$ cat config.mk
export PLATFORM = sky130hd
export DESIGN_NAME = segregated_bitmap_slot_allocator_unit
export DESIGN_NICKNAME = d
export VERILOG_FILES = /design/src/rtl/sbsa_pkg.sv /design/src/rtl/segregated_bitmap_slot_allocator_unit.sv
export SDC_FILE = /design/constraint.sdc
export NUM_CORES = 2
export LEC_CHECK = 0
export ABC_AREA = 1
export BUFFER_PORTS_ARGS = -buffer_cell sky130_fd_sc_hd__buf_2
export CORE_MARGIN = 1.5
export CORE_UTILIZATION = 39
export DETAILED_ROUTE_END_ITERATION = 6
export SETUP_SLACK_MARGIN = 0.4
export SYNTH_ARGS = -nofsm -noshare
export SYNTH_HDL_FRONTEND = slang
export SYNTH_SLANG_ARGS = --single-unit
$ cat constraint.sdc
create_clock -name clk -period 7.8 [get_ports clk]
set_clock_uncertainty 0.05 [all_clocks]
set_input_delay 0.39 -clock clk [delete_from_list [all_inputs] [get_ports clk]]
set_output_delay 0.39 -clock clk [all_outputs]
set_load 0.005 [all_outputs]
$ cat src/rtl/sbsa_pkg.sv
// ----------------------------------------------------------------------------
// Segregated bitmap slot allocator package
// Sizes, pool layout, status codes and small helper functions shared by the
// allocator RTL.
// ----------------------------------------------------------------------------
package sbsa_pkg;

    localparam int SLOTS_PER_POOL = 288;
    localparam int MAP_WORD_BITS  = 24;
    localparam int NUM_CLASSES    = 3;

    localparam int MAP_WORDS  = (SLOTS_PER_POOL + MAP_WORD_BITS - 1) / MAP_WORD_BITS;
    localparam int MAP_DEPTH  = NUM_CLASSES * MAP_WORDS;
    localparam int MAP_AW     = $clog2(MAP_DEPTH);
    localparam int WORD_IDX_W = (MAP_WORDS > 1) ? $clog2(MAP_WORDS) : 1;
    localparam int BIT_W      = $clog2(MAP_WORD_BITS);
    localparam int IDX_W      = $clog2(SLOTS_PER_POOL);

    // Field widths of the stream words.
    localparam int ADDR_W       = 24;
    localparam int SIZE_W       = 24;
    localparam int STATUS_W     = 3;
    localparam int CLASS_W      = 2;
    localparam int SLOT_INDEX_W = 9;
    localparam int S_TDATA_W    = SIZE_W + ADDR_W;
    localparam int M_FIELDS_W   = STATUS_W + CLASS_W + SLOT_INDEX_W + ADDR_W;
    localparam int M_TDATA_W    = ((M_FIELDS_W + 7) / 8) * 8;

    // Pool layout in bytes, relative to the pool base.
    localparam int POOL_END0      = 4 * SLOTS_PER_POOL;
    localparam int POOL_END1      = 14 * SLOTS_PER_POOL;
    localparam int POOL_END2      = 30 * SLOTS_PER_POOL;
    localparam int OFF_W          = $clog2(POOL_END2);
    localparam int MAX_SLOT_BYTES = 16;

    // Division by a small constant d <= 24 is a multiply by ceil(2^S/d).
    // With S = OFF_W + 5 the quotient is exact for every offset in the pools.
    localparam int DIV_SHIFT   = OFF_W + 5;
    localparam int MUL_W       = OFF_W + 4;
    localparam int PROD_W      = 2 * MUL_W;
    localparam int RECIP_4     = (2 ** DIV_SHIFT + 3) / 4;
    localparam int RECIP_10    = (2 ** DIV_SHIFT + 9) / 10;
    localparam int RECIP_16    = (2 ** DIV_SHIFT + 15) / 16;
    localparam int RECIP_WORD  = (2 ** DIV_SHIFT + MAP_WORD_BITS - 1) / MAP_WORD_BITS;

    localparam int LAST_WORD_BITS = SLOTS_PER_POOL - (MAP_WORDS - 1) * MAP_WORD_BITS;
    localparam logic [MAP_WORD_BITS-1:0] FULL_MASK = {MAP_WORD_BITS{1'b1}};
    localparam logic [MAP_WORD_BITS-1:0] LAST_MASK =
        FULL_MASK >> (MAP_WORD_BITS - LAST_WORD_BITS);

    localparam logic [CLASS_W-1:0] CLASS_4B  = 2'd0;
    localparam logic [CLASS_W-1:0] CLASS_10B = 2'd1;
    localparam logic [CLASS_W-1:0] CLASS_16B = 2'd2;

    localparam logic FUNC_ALLOC = 1'b0;
    localparam logic FUNC_FREE  = 1'b1;

    typedef enum logic [STATUS_W-1:0] {
        ST_GRANTED     = 3'd0,
        ST_USE_HEAP    = 3'd1,
        ST_FREED       = 3'd2,
        ST_NOT_IN_POOL = 3'd3,
        ST_ZERO_SIZE   = 3'd4
    } status_t;

    function automatic logic [4:0] slot_bytes(input logic [CLASS_W-1:0] cls);
        logic [4:0] res;
        case (cls)
            CLASS_4B:  res = 5'd4;
            CLASS_10B: res = 5'd10;
            default:   res = 5'd16;
        endcase
        return res;
    endfunction

    function automatic logic [ADDR_W-1:0] pool_start(input logic [CLASS_W-1:0] cls);
        logic [ADDR_W-1:0] res;
        case (cls)
            CLASS_4B:  res = '0;
            CLASS_10B: res = ADDR_W'(POOL_END0);
            default:   res = ADDR_W'(POOL_END1);
        endcase
        return res;
    endfunction

    function automatic logic [MUL_W-1:0] div_recip(input logic [CLASS_W-1:0] cls);
        logic [MUL_W-1:0] res;
        case (cls)
            CLASS_4B:  res = MUL_W'(RECIP_4);
            CLASS_10B: res = MUL_W'(RECIP_10);
            default:   res = MUL_W'(RECIP_16);
        endcase
        return res;
    endfunction

    // Bitmap word address: the pools' words lie one after the other.
    function automatic logic [MAP_AW-1:0] map_addr(input logic [CLASS_W-1:0] cls,
                                                   input logic [WORD_IDX_W-1:0] word);
        logic [MAP_AW-1:0] res;
        case (cls)
            CLASS_4B:  res = MAP_AW'(word);
            CLASS_10B: res = MAP_AW'(MAP_WORDS) + MAP_AW'(word);
            default:   res = MAP_AW'(2 * MAP_WORDS) + MAP_AW'(word);
        endcase
        return res;
    endfunction

    function automatic logic [MAP_WORD_BITS-1:0] init_word(input logic is_last);
        return is_last ? LAST_MASK : FULL_MASK;
    endfunction

endpackage

$ cat src/rtl/segregated_bitmap_slot_allocator_unit.sv
// ----------------------------------------------------------------------------
// Segregated bitmap slot allocator
// Three fixed-size slot pools (4, 10 and 16 byte slots) tracked by free
// bitmaps; allocates the lowest free slot of the smallest fitting class and
// frees slots by address.
// ----------------------------------------------------------------------------
// An allocate passes decode, a read and a check step per bitmap word scanned (up to 12 per
// class) and, with a slot found, the address multiply. A free passes decode, the two
// divisions, the bitmap read and the write; zero size, oversize and out-of-pool requests go
// from decode to the result step. A result then waits for m_tready, and a new word is
// accepted only in the idle state, one item at a time. Reset clears the control state and
// all bitmap word valid flags, so every slot reads as free with no clearing pass.
module segregated_bitmap_slot_allocator_unit (
    input  logic                             clk,
    input  logic                             rst_n,
    // Configuration write channel: cfg_data is pool_base.
    input  logic                             cfg_valid,
    output logic                             cfg_ready,
    input  logic [sbsa_pkg::ADDR_W-1:0]      cfg_data,
    // Request stream.
    input  logic                             s_tvalid,
    output logic                             s_tready,
    input  logic [sbsa_pkg::S_TDATA_W-1:0]   s_tdata,  // request_size, free_address
    input  logic                             s_tuser,  // func
    // Result stream.
    output logic                             m_tvalid,
    input  logic                             m_tready,
    output logic [sbsa_pkg::M_TDATA_W-1:0]   m_tdata   // status, slot_class, slot_index,
                                                       // slot_address, zero padding
);
    import sbsa_pkg::*;

    // The sequencer steps through decode, the bitmap scan and the address
    // arithmetic. The divisions and the slot address multiply share one multiplier.
    typedef enum logic [3:0] {
        S_IDLE,
        S_DECODE,
        S_SCAN_RD,
        S_SCAN_CHK,
        S_ADDR_MUL,
        S_FREE_DIV,
        S_FREE_WDIV,
        S_FREE_RD,
        S_FREE_WR,
        S_RESULT
    } state_t;

    state_t                    state_reg;
    logic [ADDR_W-1:0]         pool_base_reg;
    logic                      func_reg;
    logic [SIZE_W-1:0]         size_reg;
    logic [ADDR_W-1:0]         offset_reg;
    logic [CLASS_W-1:0]        class_reg;
    logic [WORD_IDX_W-1:0]     word_reg;
    logic [IDX_W-1:0]          pos_reg;
    logic [IDX_W-1:0]          idx_reg;
    logic [BIT_W-1:0]          bit_reg;
    logic [OFF_W-1:0]          x_reg;
    logic [PROD_W-1:0]         prod_reg;
    status_t                   status_reg;

    logic                      m_tvalid_reg;
    status_t                   out_status_reg;
    logic [CLASS_W-1:0]        out_class_reg;
    logic [SLOT_INDEX_W-1:0]   out_index_reg;
    logic [ADDR_W-1:0]         out_addr_reg;

    // Free bitmap memory. A word whose valid flag is clear has never been
    // written since reset and reads as its all-free reset pattern.
    logic [MAP_WORD_BITS-1:0]  map_mem [MAP_DEPTH];
    logic [MAP_DEPTH-1:0]      map_valid_reg;
    logic [MAP_WORD_BITS-1:0]  rd_mem_reg;
    logic                      rd_valid_reg;
    logic                      rd_last_reg;

    logic [WORD_IDX_W-1:0]     div_word;
    logic [IDX_W-1:0]          div_idx;
    logic [WORD_IDX_W-1:0]     rd_word;
    logic [MAP_AW-1:0]         rd_addr;
    logic [MAP_AW-1:0]         wr_addr;
    logic [MAP_WORD_BITS-1:0]  cur_word;
    logic [BIT_W-1:0]          low_bit;
    logic [BIT_W-1:0]          sel_bit;
    logic [MAP_WORD_BITS-1:0]  bit_mask;
    logic                      wr_en;
    logic [MAP_WORD_BITS-1:0]  wr_data;
    logic [BIT_W-1:0]          bit_calc;

    logic [MUL_W-1:0]          mul_a;
    logic [MUL_W-1:0]          mul_b;
    logic [PROD_W-1:0]         mul_p;

    logic                      dec_in_pool;
    logic [CLASS_W-1:0]        dec_class;
    logic [OFF_W-1:0]          dec_x;
    logic                      has_slot;
    logic [ADDR_W-1:0]         slot_addr;

    assign cfg_ready = 1'b1;
    assign s_tready  = (state_reg == S_IDLE);
    assign m_tvalid  = m_tvalid_reg;
    assign m_tdata   = {{(M_TDATA_W - M_FIELDS_W){1'b0}}, out_addr_reg, out_index_reg,
                        out_class_reg, out_status_reg};

    // Quotients read from the multiplier result: slot index after the
    // division by the slot size, bitmap word after the division by the
    // word width.
    assign div_idx  = prod_reg[DIV_SHIFT +: IDX_W];
    assign div_word = prod_reg[DIV_SHIFT +: WORD_IDX_W];
    assign bit_calc = BIT_W'(idx_reg - IDX_W'(div_word) * IDX_W'(MAP_WORD_BITS));

    assign rd_word  = (state_reg == S_FREE_RD) ? div_word : word_reg;
    assign rd_addr  = map_addr(class_reg, rd_word);
    assign wr_addr  = map_addr(class_reg, word_reg);
    assign cur_word = rd_valid_reg ? rd_mem_reg : init_word(rd_last_reg);

    // Lowest set bit of the word under test.
    always_comb
    begin
        low_bit = '0;
        for (int i = MAP_WORD_BITS - 1; i >= 0; i--)
        begin
            if (cur_word[i])
            begin
                low_bit = BIT_W'(i);
            end
        end
    end

    // An allocate clears the found bit; a free sets the decoded bit.
    assign sel_bit  = (state_reg == S_FREE_WR) ? bit_reg : low_bit;
    assign bit_mask = MAP_WORD_BITS'(1) << sel_bit;
    assign wr_en    = ((state_reg == S_SCAN_CHK) && (cur_word != '0)) ||
                      (state_reg == S_FREE_WR);
    assign wr_data  = (state_reg == S_FREE_WR) ? (cur_word | bit_mask)
                                               : (cur_word & ~bit_mask);

    // Shared multiplier: reciprocal division of the pool offset by the slot
    // size, then of the slot index by the word width, and finally the slot
    // index times the slot size for the slot address.
    always_comb
    begin
        case (state_reg)
            S_FREE_DIV:
            begin
                mul_a = MUL_W'(x_reg);
                mul_b = div_recip(class_reg);
            end
            S_FREE_WDIV:
            begin
                mul_a = MUL_W'(div_idx);
                mul_b = MUL_W'(RECIP_WORD);
            end
            default:
            begin
                mul_a = MUL_W'(idx_reg);
                mul_b = MUL_W'(slot_bytes(class_reg));
            end
        endcase
    end

    assign mul_p = mul_a * mul_b;

    // Free address decode: which pool holds the offset, and the offset
    // within that pool.
    always_comb
    begin
        dec_in_pool = 1'b1;
        dec_class   = CLASS_4B;
        if (offset_reg < ADDR_W'(POOL_END0))
        begin
            dec_class = CLASS_4B;
        end
        else if (offset_reg < ADDR_W'(POOL_END1))
        begin
            dec_class = CLASS_10B;
        end
        else if (offset_reg < ADDR_W'(POOL_END2))
        begin
            dec_class = CLASS_16B;
        end
        else
        begin
            dec_in_pool = 1'b0;
        end
        dec_x = OFF_W'(offset_reg - pool_start(dec_class));
    end

    assign has_slot  = (status_reg == ST_GRANTED) || (status_reg == ST_FREED);
    assign slot_addr = pool_base_reg + pool_start(class_reg) + prod_reg[ADDR_W-1:0];

    // Bitmap memory port: one write and one registered read per cycle.
    always_ff @(posedge clk)
    begin
        if (wr_en)
        begin
            map_mem[wr_addr] <= wr_data;
        end
        rd_mem_reg   <= map_mem[rd_addr];
        rd_valid_reg <= map_valid_reg[rd_addr];
        rd_last_reg  <= (rd_word == WORD_IDX_W'(MAP_WORDS - 1));
    end

    // Sequencer, configuration register and output register.
    always_ff @(posedge clk or negedge rst_n)
    begin
        if (!rst_n)
        begin
            state_reg     <= S_IDLE;
            pool_base_reg <= '0;
            map_valid_reg <= '0;
            m_tvalid_reg  <= 1'b0;
        end
        else
        begin
            if (cfg_valid)
            begin
                pool_base_reg <= cfg_data;
            end
            if (wr_en)
            begin
                map_valid_reg[wr_addr] <= 1'b1;
            end
            // The result step reloads the output register itself.
            if (m_tvalid_reg && m_tready && (state_reg != S_RESULT))
            begin
                m_tvalid_reg <= 1'b0;
            end

            unique case (state_reg)
                S_IDLE:
                begin
                    if (s_tvalid)
                    begin
                        func_reg   <= s_tuser;
                        size_reg   <= s_tdata[SIZE_W-1:0];
                        offset_reg <= s_tdata[S_TDATA_W-1:SIZE_W] - pool_base_reg;
                        state_reg  <= S_DECODE;
                    end
                end
                S_DECODE:
                begin
                    if (func_reg == FUNC_ALLOC)
                    begin
                        if (size_reg == '0)
                        begin
                            status_reg <= ST_ZERO_SIZE;
                            state_reg  <= S_RESULT;
                        end
                        else if (size_reg > SIZE_W'(MAX_SLOT_BYTES))
                        begin
                            status_reg <= ST_USE_HEAP;
                            state_reg  <= S_RESULT;
                        end
                        else
                        begin
                            if (size_reg <= SIZE_W'(4))
                            begin
                                class_reg <= CLASS_4B;
                            end
                            else if (size_reg <= SIZE_W'(10))
                            begin
                                class_reg <= CLASS_10B;
                            end
                            else
                            begin
                                class_reg <= CLASS_16B;
                            end
                            word_reg  <= '0;
                            pos_reg   <= '0;
                            state_reg <= S_SCAN_RD;
                        end
                    end
                    else if (dec_in_pool)
                    begin
                        class_reg <= dec_class;
                        x_reg     <= dec_x;
                        state_reg <= S_FREE_DIV;
                    end
                    else
                    begin
                        status_reg <= ST_NOT_IN_POOL;
                        state_reg  <= S_RESULT;
                    end
                end
                S_SCAN_RD:
                begin
                    state_reg <= S_SCAN_CHK;
                end
                S_SCAN_CHK:
                begin
                    // The word read last cycle is in cur_word. A hit is
                    // written back with its bit cleared in this cycle.
                    if (cur_word != '0)
                    begin
                        idx_reg    <= pos_reg + IDX_W'(low_bit);
                        status_reg <= ST_GRANTED;
                        state_reg  <= S_ADDR_MUL;
                    end
                    else if (word_reg != WORD_IDX_W'(MAP_WORDS - 1))
                    begin
                        word_reg  <= word_reg + WORD_IDX_W'(1);
                        pos_reg   <= pos_reg + IDX_W'(MAP_WORD_BITS);
                        state_reg <= S_SCAN_RD;
                    end
                    else if (class_reg != CLASS_16B)
                    begin
                        // Class full: fall through to the next larger class.
                        class_reg <= class_reg + CLASS_W'(1);
                        word_reg  <= '0;
                        pos_reg   <= '0;
                        state_reg <= S_SCAN_RD;
                    end
                    else
                    begin
                        status_reg <= ST_USE_HEAP;
                        state_reg  <= S_RESULT;
                    end
                end
                S_ADDR_MUL:
                begin
                    prod_reg  <= mul_p;
                    state_reg <= S_RESULT;
                end
                S_FREE_DIV:
                begin
                    prod_reg  <= mul_p;
                    state_reg <= S_FREE_WDIV;
                end
                S_FREE_WDIV:
                begin
                    idx_reg   <= div_idx;
                    prod_reg  <= mul_p;
                    state_reg <= S_FREE_RD;
                end
                S_FREE_RD:
                begin
                    word_reg  <= div_word;
                    bit_reg   <= bit_calc;
                    state_reg <= S_FREE_WR;
                end
                S_FREE_WR:
                begin
                    prod_reg   <= mul_p;
                    status_reg <= ST_FREED;
                    state_reg  <= S_RESULT;
                end
                S_RESULT:
                begin
                    // Wait here while an earlier result is still unread.
                    if (!m_tvalid_reg || m_tready)
                    begin
                        m_tvalid_reg   <= 1'b1;
                        out_status_reg <= status_reg;
                        out_class_reg  <= has_slot ? class_reg : '0;
                        out_index_reg  <= has_slot ? SLOT_INDEX_W'(idx_reg) : '0;
                        out_addr_reg   <= has_slot ? slot_addr : '0;
                        state_reg      <= S_IDLE;
                    end
                end
                default:
                begin
                    state_reg <= S_IDLE;
                end
            endcase
        end
    end

    // A scan hit must take exactly one slot out of the bitmap word.
    a_scan_clears_one: assert property (@(posedge clk) disable iff (!rst_n)
        ((state_reg == S_SCAN_CHK) && wr_en) |->
        ($countones(wr_data) + 1 == $countones(cur_word)))
        else $error("allocation write did not clear exactly one bit");

    // A granted or freed slot lies inside its pool.
    a_index_in_pool: assert property (@(posedge clk) disable iff (!rst_n)
        (m_tvalid_reg && ((out_status_reg == ST_GRANTED) || (out_status_reg == ST_FREED)))
        |-> (out_index_reg < SLOTS_PER_POOL))
        else $error("slot index beyond pool size");

    // Results without a slot carry all-zero slot fields.
    a_error_fields_zero: assert property (@(posedge clk) disable iff (!rst_n)
        (m_tvalid_reg && (out_status_reg != ST_GRANTED) && (out_status_reg != ST_FREED))
        |-> ((out_addr_reg == '0) && (out_class_reg == '0) && (out_index_reg == '0)))
        else $error("nonzero slot fields on a result without a slot");

    // A new result only appears after the sequencer reached its result step.
    a_result_from_seq: assert property (@(posedge clk) disable iff (!rst_n)
        $rose(m_tvalid_reg) |-> $past(state_reg == S_RESULT))
        else $error("result word raised outside the result step");

endmodule

# ---- Yosys cells after proc, flatten, opt, wreduce, memory -nomap -nowiden
# Memories as Yosys holds them, arrays and structs flattened. A register that Yosys moved wholly into a read port is not among the register bits.
# Index checks and enable logic that the tools add are counted.
dict set report op_classes {
  n_addsub 13
  n_mul 2
  div_mod_pow 0
  order_cmp 9
  eq_ne 32
  n_shift 1
  mux 95
  bitwise_logic 4
  reduce_logical 31
}
# operator n
set ops {}
lappend ops {{5-bit 2-to-1 mux} 25}
lappend ops {{18-bit one-hot mux with 2 select lines} 2}
lappend ops {{4-bit 2-to-1 mux} 16}
lappend ops {{9-bit 2-to-1 mux} 7}
lappend ops {{24-bit adder} 2}
lappend ops {{24-bit 2-to-1 mux} 2}
lappend ops {{12-bit one-hot mux with 2 select lines} 2}
lappend ops {{36-bit bitwise OR} 1}
lappend ops {{4-bit one-hot mux with 9 select lines} 1}
lappend ops {{9-bit one-hot mux with 2 select lines} 2}
lappend ops {{14-bit by 18-bit multiplier with 28-bit output} 1}
lappend ops {{14-bit one-hot mux with 2 select lines} 1}
lappend ops {{24-bit bitwise AND} 1}
lappend ops {{24-bit by 5-bit > comparator with 1-bit output, second input constant} 1}
lappend ops {{24-bit by 3-bit <= comparator with 1-bit output, second input constant} 1}
lappend ops {{24-bit by 4-bit <= comparator with 1-bit output, second input constant} 1}
lappend ops {{24-bit zero test} 1}
lappend ops {{24-bit by 11-bit less-than comparator with 1-bit output, second input constant} 1}
lappend ops {{24-bit by 12-bit less-than comparator with 1-bit output, second input constant} 1}
lappend ops {{24-bit by 14-bit less-than comparator with 1-bit output, second input constant} 1}
lappend ops {{2-bit 2-to-1 mux} 12}
lappend ops {{24-bit NOT} 1}
lappend ops {{24-bit bitwise OR} 1}
lappend ops {{6-bit one-hot mux with 2 select lines} 2}
lappend ops {{other kinds (49)} 101}
dict set report totals {
  ff_bits 227
  latch_bits 0
  ramBits 864
  romBits 0
  in_bits 78
  out_inout_bits 43
  word_cells 208
  memories 1
}
# name depth width read_ports rd_ports_with_merged_regs wr line
set mem_list {}
lappend mem_list {map_mem 36 24 1 1 1 segregated_bitmap_slot_allocator_unit.sv:70} ;# logic [MAP_WORD_BITS-1:0] map_mem [MAP_DEPTH];

# ---- Logic depth before layout (Yosys ltp)
dict set report depth {
  word_depth 30
  ltp_mapped 39
  mapped_depth_nobuf 39
}

# ---- Worst setup path before layout
# Ideal clock, no wire load.
dict set report synth_timing {
  kind {register to register}
  start {reg state_reg[0]}
  end {reg prod_reg[27], data pin}
  setup_ps 262
  t_arrival_ps 6438
  required_time_ps 7488
  path_slack_ps 1050
  stages_incl_launch_ff 30
  path_buffers 2
  period_less_slack_ps 6750
  path_cell_list {dfrtp_1 nor2_1 nand2_1 inv_1 clkbuf_1 nor2_1 inv_1 clkbuf_1 nor2_1 fa_1 inv_1 fa_1 inv_1 fa_1 fa_1 fa_1 inv_1 fa_1 inv_1 ha_1 nand2_1 nor2_1 inv_1 o21ai_0 a21boi_2 o21bai_1 a21boi_2 o21ai_0 a21oi_1 xor2_1}
}
dict set report synth_via {
  elab_chain_len 3
  elab_cells_between_ends 5
  classes_between {1 x mul; 2 x eq/ne; 2 x mux}
}
# element line
set synth_rtl {}
lappend synth_rtl {{from (decl)} segregated_bitmap_slot_allocator_unit.sv:48} ;# state_t state_reg;
lappend synth_rtl {{from (signal assigned)} segregated_bitmap_slot_allocator_unit.sv:209} ;# state_reg <= S_IDLE;
lappend synth_rtl {{from (signal assigned)} segregated_bitmap_slot_allocator_unit.sv:238} ;# state_reg <= S_DECODE;
lappend synth_rtl {{from (signal assigned)} segregated_bitmap_slot_allocator_unit.sv:248} ;# state_reg <= S_RESULT;
lappend synth_rtl {{4-bit by 3-bit == test with 1-bit output} segregated_bitmap_slot_allocator_unit.sv:143} ;# case (state_reg)
lappend synth_rtl {{14-bit one-hot mux with 2 select lines or 18-bit one-hot mux with 2 select lines (tied branches)} segregated_bitmap_slot_allocator_unit.sv:143}
lappend synth_rtl {{14-bit by 18-bit multiplier with 28-bit output *} segregated_bitmap_slot_allocator_unit.sv:162} ;# assign mul_p = mul_a * mul_b;
lappend synth_rtl {{net mul_p[27]} segregated_bitmap_slot_allocator_unit.sv:91} ;# logic [PROD_W-1:0] mul_p;
lappend synth_rtl {{to (signal assigned)} segregated_bitmap_slot_allocator_unit.sv:322} ;# prod_reg <= mul_p;
lappend synth_rtl {{to (signal assigned)} segregated_bitmap_slot_allocator_unit.sv:327} ;# prod_reg <= mul_p;
lappend synth_rtl {{to (signal assigned)} segregated_bitmap_slot_allocator_unit.sv:333} ;# prod_reg <= mul_p;
lappend synth_rtl {{to (decl)} segregated_bitmap_slot_allocator_unit.sv:59} ;# logic [PROD_W-1:0] prod_reg;
# Mark *: on every way through the listed nets, which the timed path passes. The rest lies on a longest branch.
# A chain may end at the register's enable or synchronous reset.

# ---- Final worst setup path
dict set report layout_timing {
  start {reg class_reg[0]}
  end {reg prod_reg[27], data pin}
}
dict set report layout_via {
  elab_chain_len 4
  elab_cells_between_ends 6
  classes_between {1 x mul; 1 x eq/ne; 3 x mux; 1 x reduce/logical}
}
# element line
set layout_rtl {}
lappend layout_rtl {{from (decl)} segregated_bitmap_slot_allocator_unit.sv:53} ;# logic [CLASS_W-1:0] class_reg;
lappend layout_rtl {{from (signal assigned)} segregated_bitmap_slot_allocator_unit.sv:276} ;# class_reg <= dec_class;
lappend layout_rtl {{from (signal assigned)} segregated_bitmap_slot_allocator_unit.sv:309} ;# class_reg <= class_reg + CLASS_W'(1);
lappend layout_rtl {{2-bit by 1-bit == test with 1-bit output or 2-bit zero test (tied branches)} {sbsa_pkg.sv:68, sbsa_pkg.sv:88}}
lappend layout_rtl {{18-bit one-hot mux with 2 select lines or 5-bit one-hot mux with 2 select lines (tied branches)} {sbsa_pkg.sv:88, sbsa_pkg.sv:68}}
lappend layout_rtl {{18-bit one-hot mux with 2 select lines *} segregated_bitmap_slot_allocator_unit.sv:143}
lappend layout_rtl {{14-bit by 18-bit multiplier with 28-bit output *} segregated_bitmap_slot_allocator_unit.sv:162}
lappend layout_rtl {{net mul_p[27]} segregated_bitmap_slot_allocator_unit.sv:91}
# Marks and branches as above.

==> metrics.cfg <==
[outcome]
outcome=complete, no violations

[setup_path]
arrival_ps=7470
slowest_stage=fa_1
slowest_delay_ps=580
endpoint_kind=flop
cp-endpoint=prod_reg[27]
critPathLaunchType=flop
critPathKind=flop to flop
timing.rr.start=class_reg[0]
critPathRequiredTime_ps=8210
r2r_cells=26
r2r-end=prod_reg[27]
rrSetupSlack_ps=740
cp_max_fo=8
crit_start=class_reg[0]

[cells_and_area]
n_fill_cell=12200
layout_common_cells=1,025 x edfxtp_1, 632 x nor2_1, 548 x o21ai_0
area_growth_pct=13.9
nets=5046
layout-drive-gt1-share=0.107
final_common_cell=edfxtp_1
fin_util=0.448
largest_reg_flops=864
design_area_mm2=0.0600

[place]
io_buffers=117
hpwlAfterDp_mm=87.4
dpl_cell_area_mm2=0.0556
place.gp.congestion=0.970
pre_cts_slack_ps=416

[power]
p_int_w=0.0115
peakVddDrop_mv=0.197
power_frac_comb=0.186
switching_power_w=0.00481
powerDensity_mw_per_mm2=271
switching_share=0.295
p_seq_frac=0.477
leakage_nw=22.4
power.clock.fraction=0.337

[grt]
grt_start_max_net_pins=164
grt_pass1_vias=34700
overflow=0
grt_pass1_wl_mm=219
antenna_found_initial=2
grt_usage=0.212

[sta]
rsz0062_at_grt=no
worst_pin_slew_ps=1330
post-route-min-period_ps=7060
setup_viol=0
post-route-period-util=0.904
report.final.slew_viol_count=0
timing.fmax_mhz=142
fin_tns_setup_ps=0
hold_viol_final=0
slew-limit-headroom=0.114
worst_slack_ps=745

[floorplan]
initial_core_util=0.394
dieArea_mm2=0.137
chipWidth_um=371
die_h_um=371
fp.coreArea_mm2=0.134
num_rows=134
pin_count=121

[run]
max_cap_viol_count=0

[drt]
remaining_drc_errors=0
first_pass_iters=6
ant_nets=0
vias=35100
drt-wirelength-per-cell_um=22.4
routed_wl_mm=146
viasPerCell=5.39
drt-initial-drc-count=3706

[yosys]
synth-edff-count=1025
synth_seq_cells=1115
postSynthAreaPerCell_um2=11.8
netlist_instances=4467
synth_cell_types=64
ys.warnings.count=0
synthFlopType=edfxtp_1
ys_async_sr_fraction=0.0583
synth_area_mm2=0.0527
ys_seq_area_frac=0.625

[worst_hold_path]
hold_class=input port to asynchronous set/reset pin

[cts]
cts_tree=done
h-tree-depth=3
cts_root_buffer=clkbuf_16
numCtsBuffers=113
numClockSinks=1115
clock_latency_ps=780
clk_pin_slew_ps=60
cts_buffer_depth=3

-- stage by stage --
stage | total power, W | hold WS [ps] | instances
2_1_floorplan | 0.00962 | 44.4 | 4483
3_3_place_gp | 0.0108 | 286 | 6233
3_5_place_dp | 0.0109 | 284 | 6233
4_1_cts | 0.0164 | 32.2 | 6499
5_1_grt | 0.0169 | 80.2 | 6508
6_report | 0.0163 | 85.2 | 6508
-- critical path: cells and delay by family (launching register included) --
family / cells / cell delay [ps]
adder cells (fa/ha/maj): 8 / 3840
AO/OA/AOI/OAI: 6 / 1100
AND/OR/NAND/NOR: 4 / 610
XOR/XNOR: 1 / 140
buffers and inverters: 7 / 570
flip-flops: 1 / 420
-- area by class of cell --
cell class | count | area, um^2 | area share
clock buffers | 146 | 3000 | 0.0500
diodes | 2 | 5.00 | 0.0000834
multi-input cells | 2692 | 17500 | 0.292
repair inverters | 1 | 5.00 | 0.0000834
inverters | 465 | 1760 | 0.0294
flip-flops and latches | 1115 | 32900 | 0.549
well taps | 1768 | 2210 | 0.0369
repair buffers | 252 | 1800 | 0.0299
clock inverters | 67 | 772 | 0.0129
-- how the worst min path moves through the flow --
stage               cells past startpoint  start                end  slack, ps
floorplan                               0  rst_n           m_tvalid         40
global placement                        1  rst_n  pool_base_reg[13]        290
detailed placement                      1  rst_n  pool_base_reg[13]        280
CTS                                     2  rst_n   pool_base_reg[6]         30
global route                            2  rst_n   pool_base_reg[6]         80
finish                                  2  rst_n   pool_base_reg[6]         90
-- logic make-up after synthesis --
kind of cell | synth area share
AND/OR/NAND/NOR | 0.0919
XOR/XNOR | 0.0116
adder cells (fa/ha/maj) | 0.0974
buffers and inverters | 0.0507
other | 0.000143
AO/OA/AOI/OAI | 0.123
flip-flops | 0.625
multiplexers | 0.000428
-- power groups by stage --
stage	combinational (W)	sequential (W)	clock (W)
2_1_floorplan	0.00179	0.00783	0
5_1_grt	0.00335	0.00779	0.00579
3_3_place_gp	0.00295	0.00788	0
3_5_place_dp	0.00299	0.00789	0
6_report	0.00303	0.00777	0.00548
4_1_cts	0.00303	0.00777	0.00556
-- metal layers --
layer | vias up | wire (um) | track usage
met2 | 1221 | 69100 | 0.347
li1 | 16200 | - | -
met5 | - | 0 | 0
met1 | 17400 | 63300 | 0.294
met4 | 0 | 4170 | 0.0658
met3 | 212 | 8930 | 0.0261
-- Yosys cell counts (all sizes together) (25+ instances only) --
cell	count	share of area
a21oi	177	0.017
fa	137	0.052
ha	191	0.045
o221ai	132	0.022
xor2	48	0.0080
nand2	318	0.023
o211ai	34	0.0048
inv	462	0.033
buf	77	0.0079
edfxtp	1025	0.58
o22ai	84	0.010
nand3	105	0.010
dfrtp	65	0.031
nor2	686	0.050
clkbuf	134	0.0096
dfxtp	25	0.0095
o21ai	576	0.055
-- what timing repair did --
action / CTS / global route
setup buffers: 0 / 6
resized for setup: 0 / 16
hold buffers: 53 / 0
endpoints found under the setup margin: 0 / 7
endpoints found under the hold margin: 70 / 0
No activity file was read; power rests on OpenSTA's default activity.
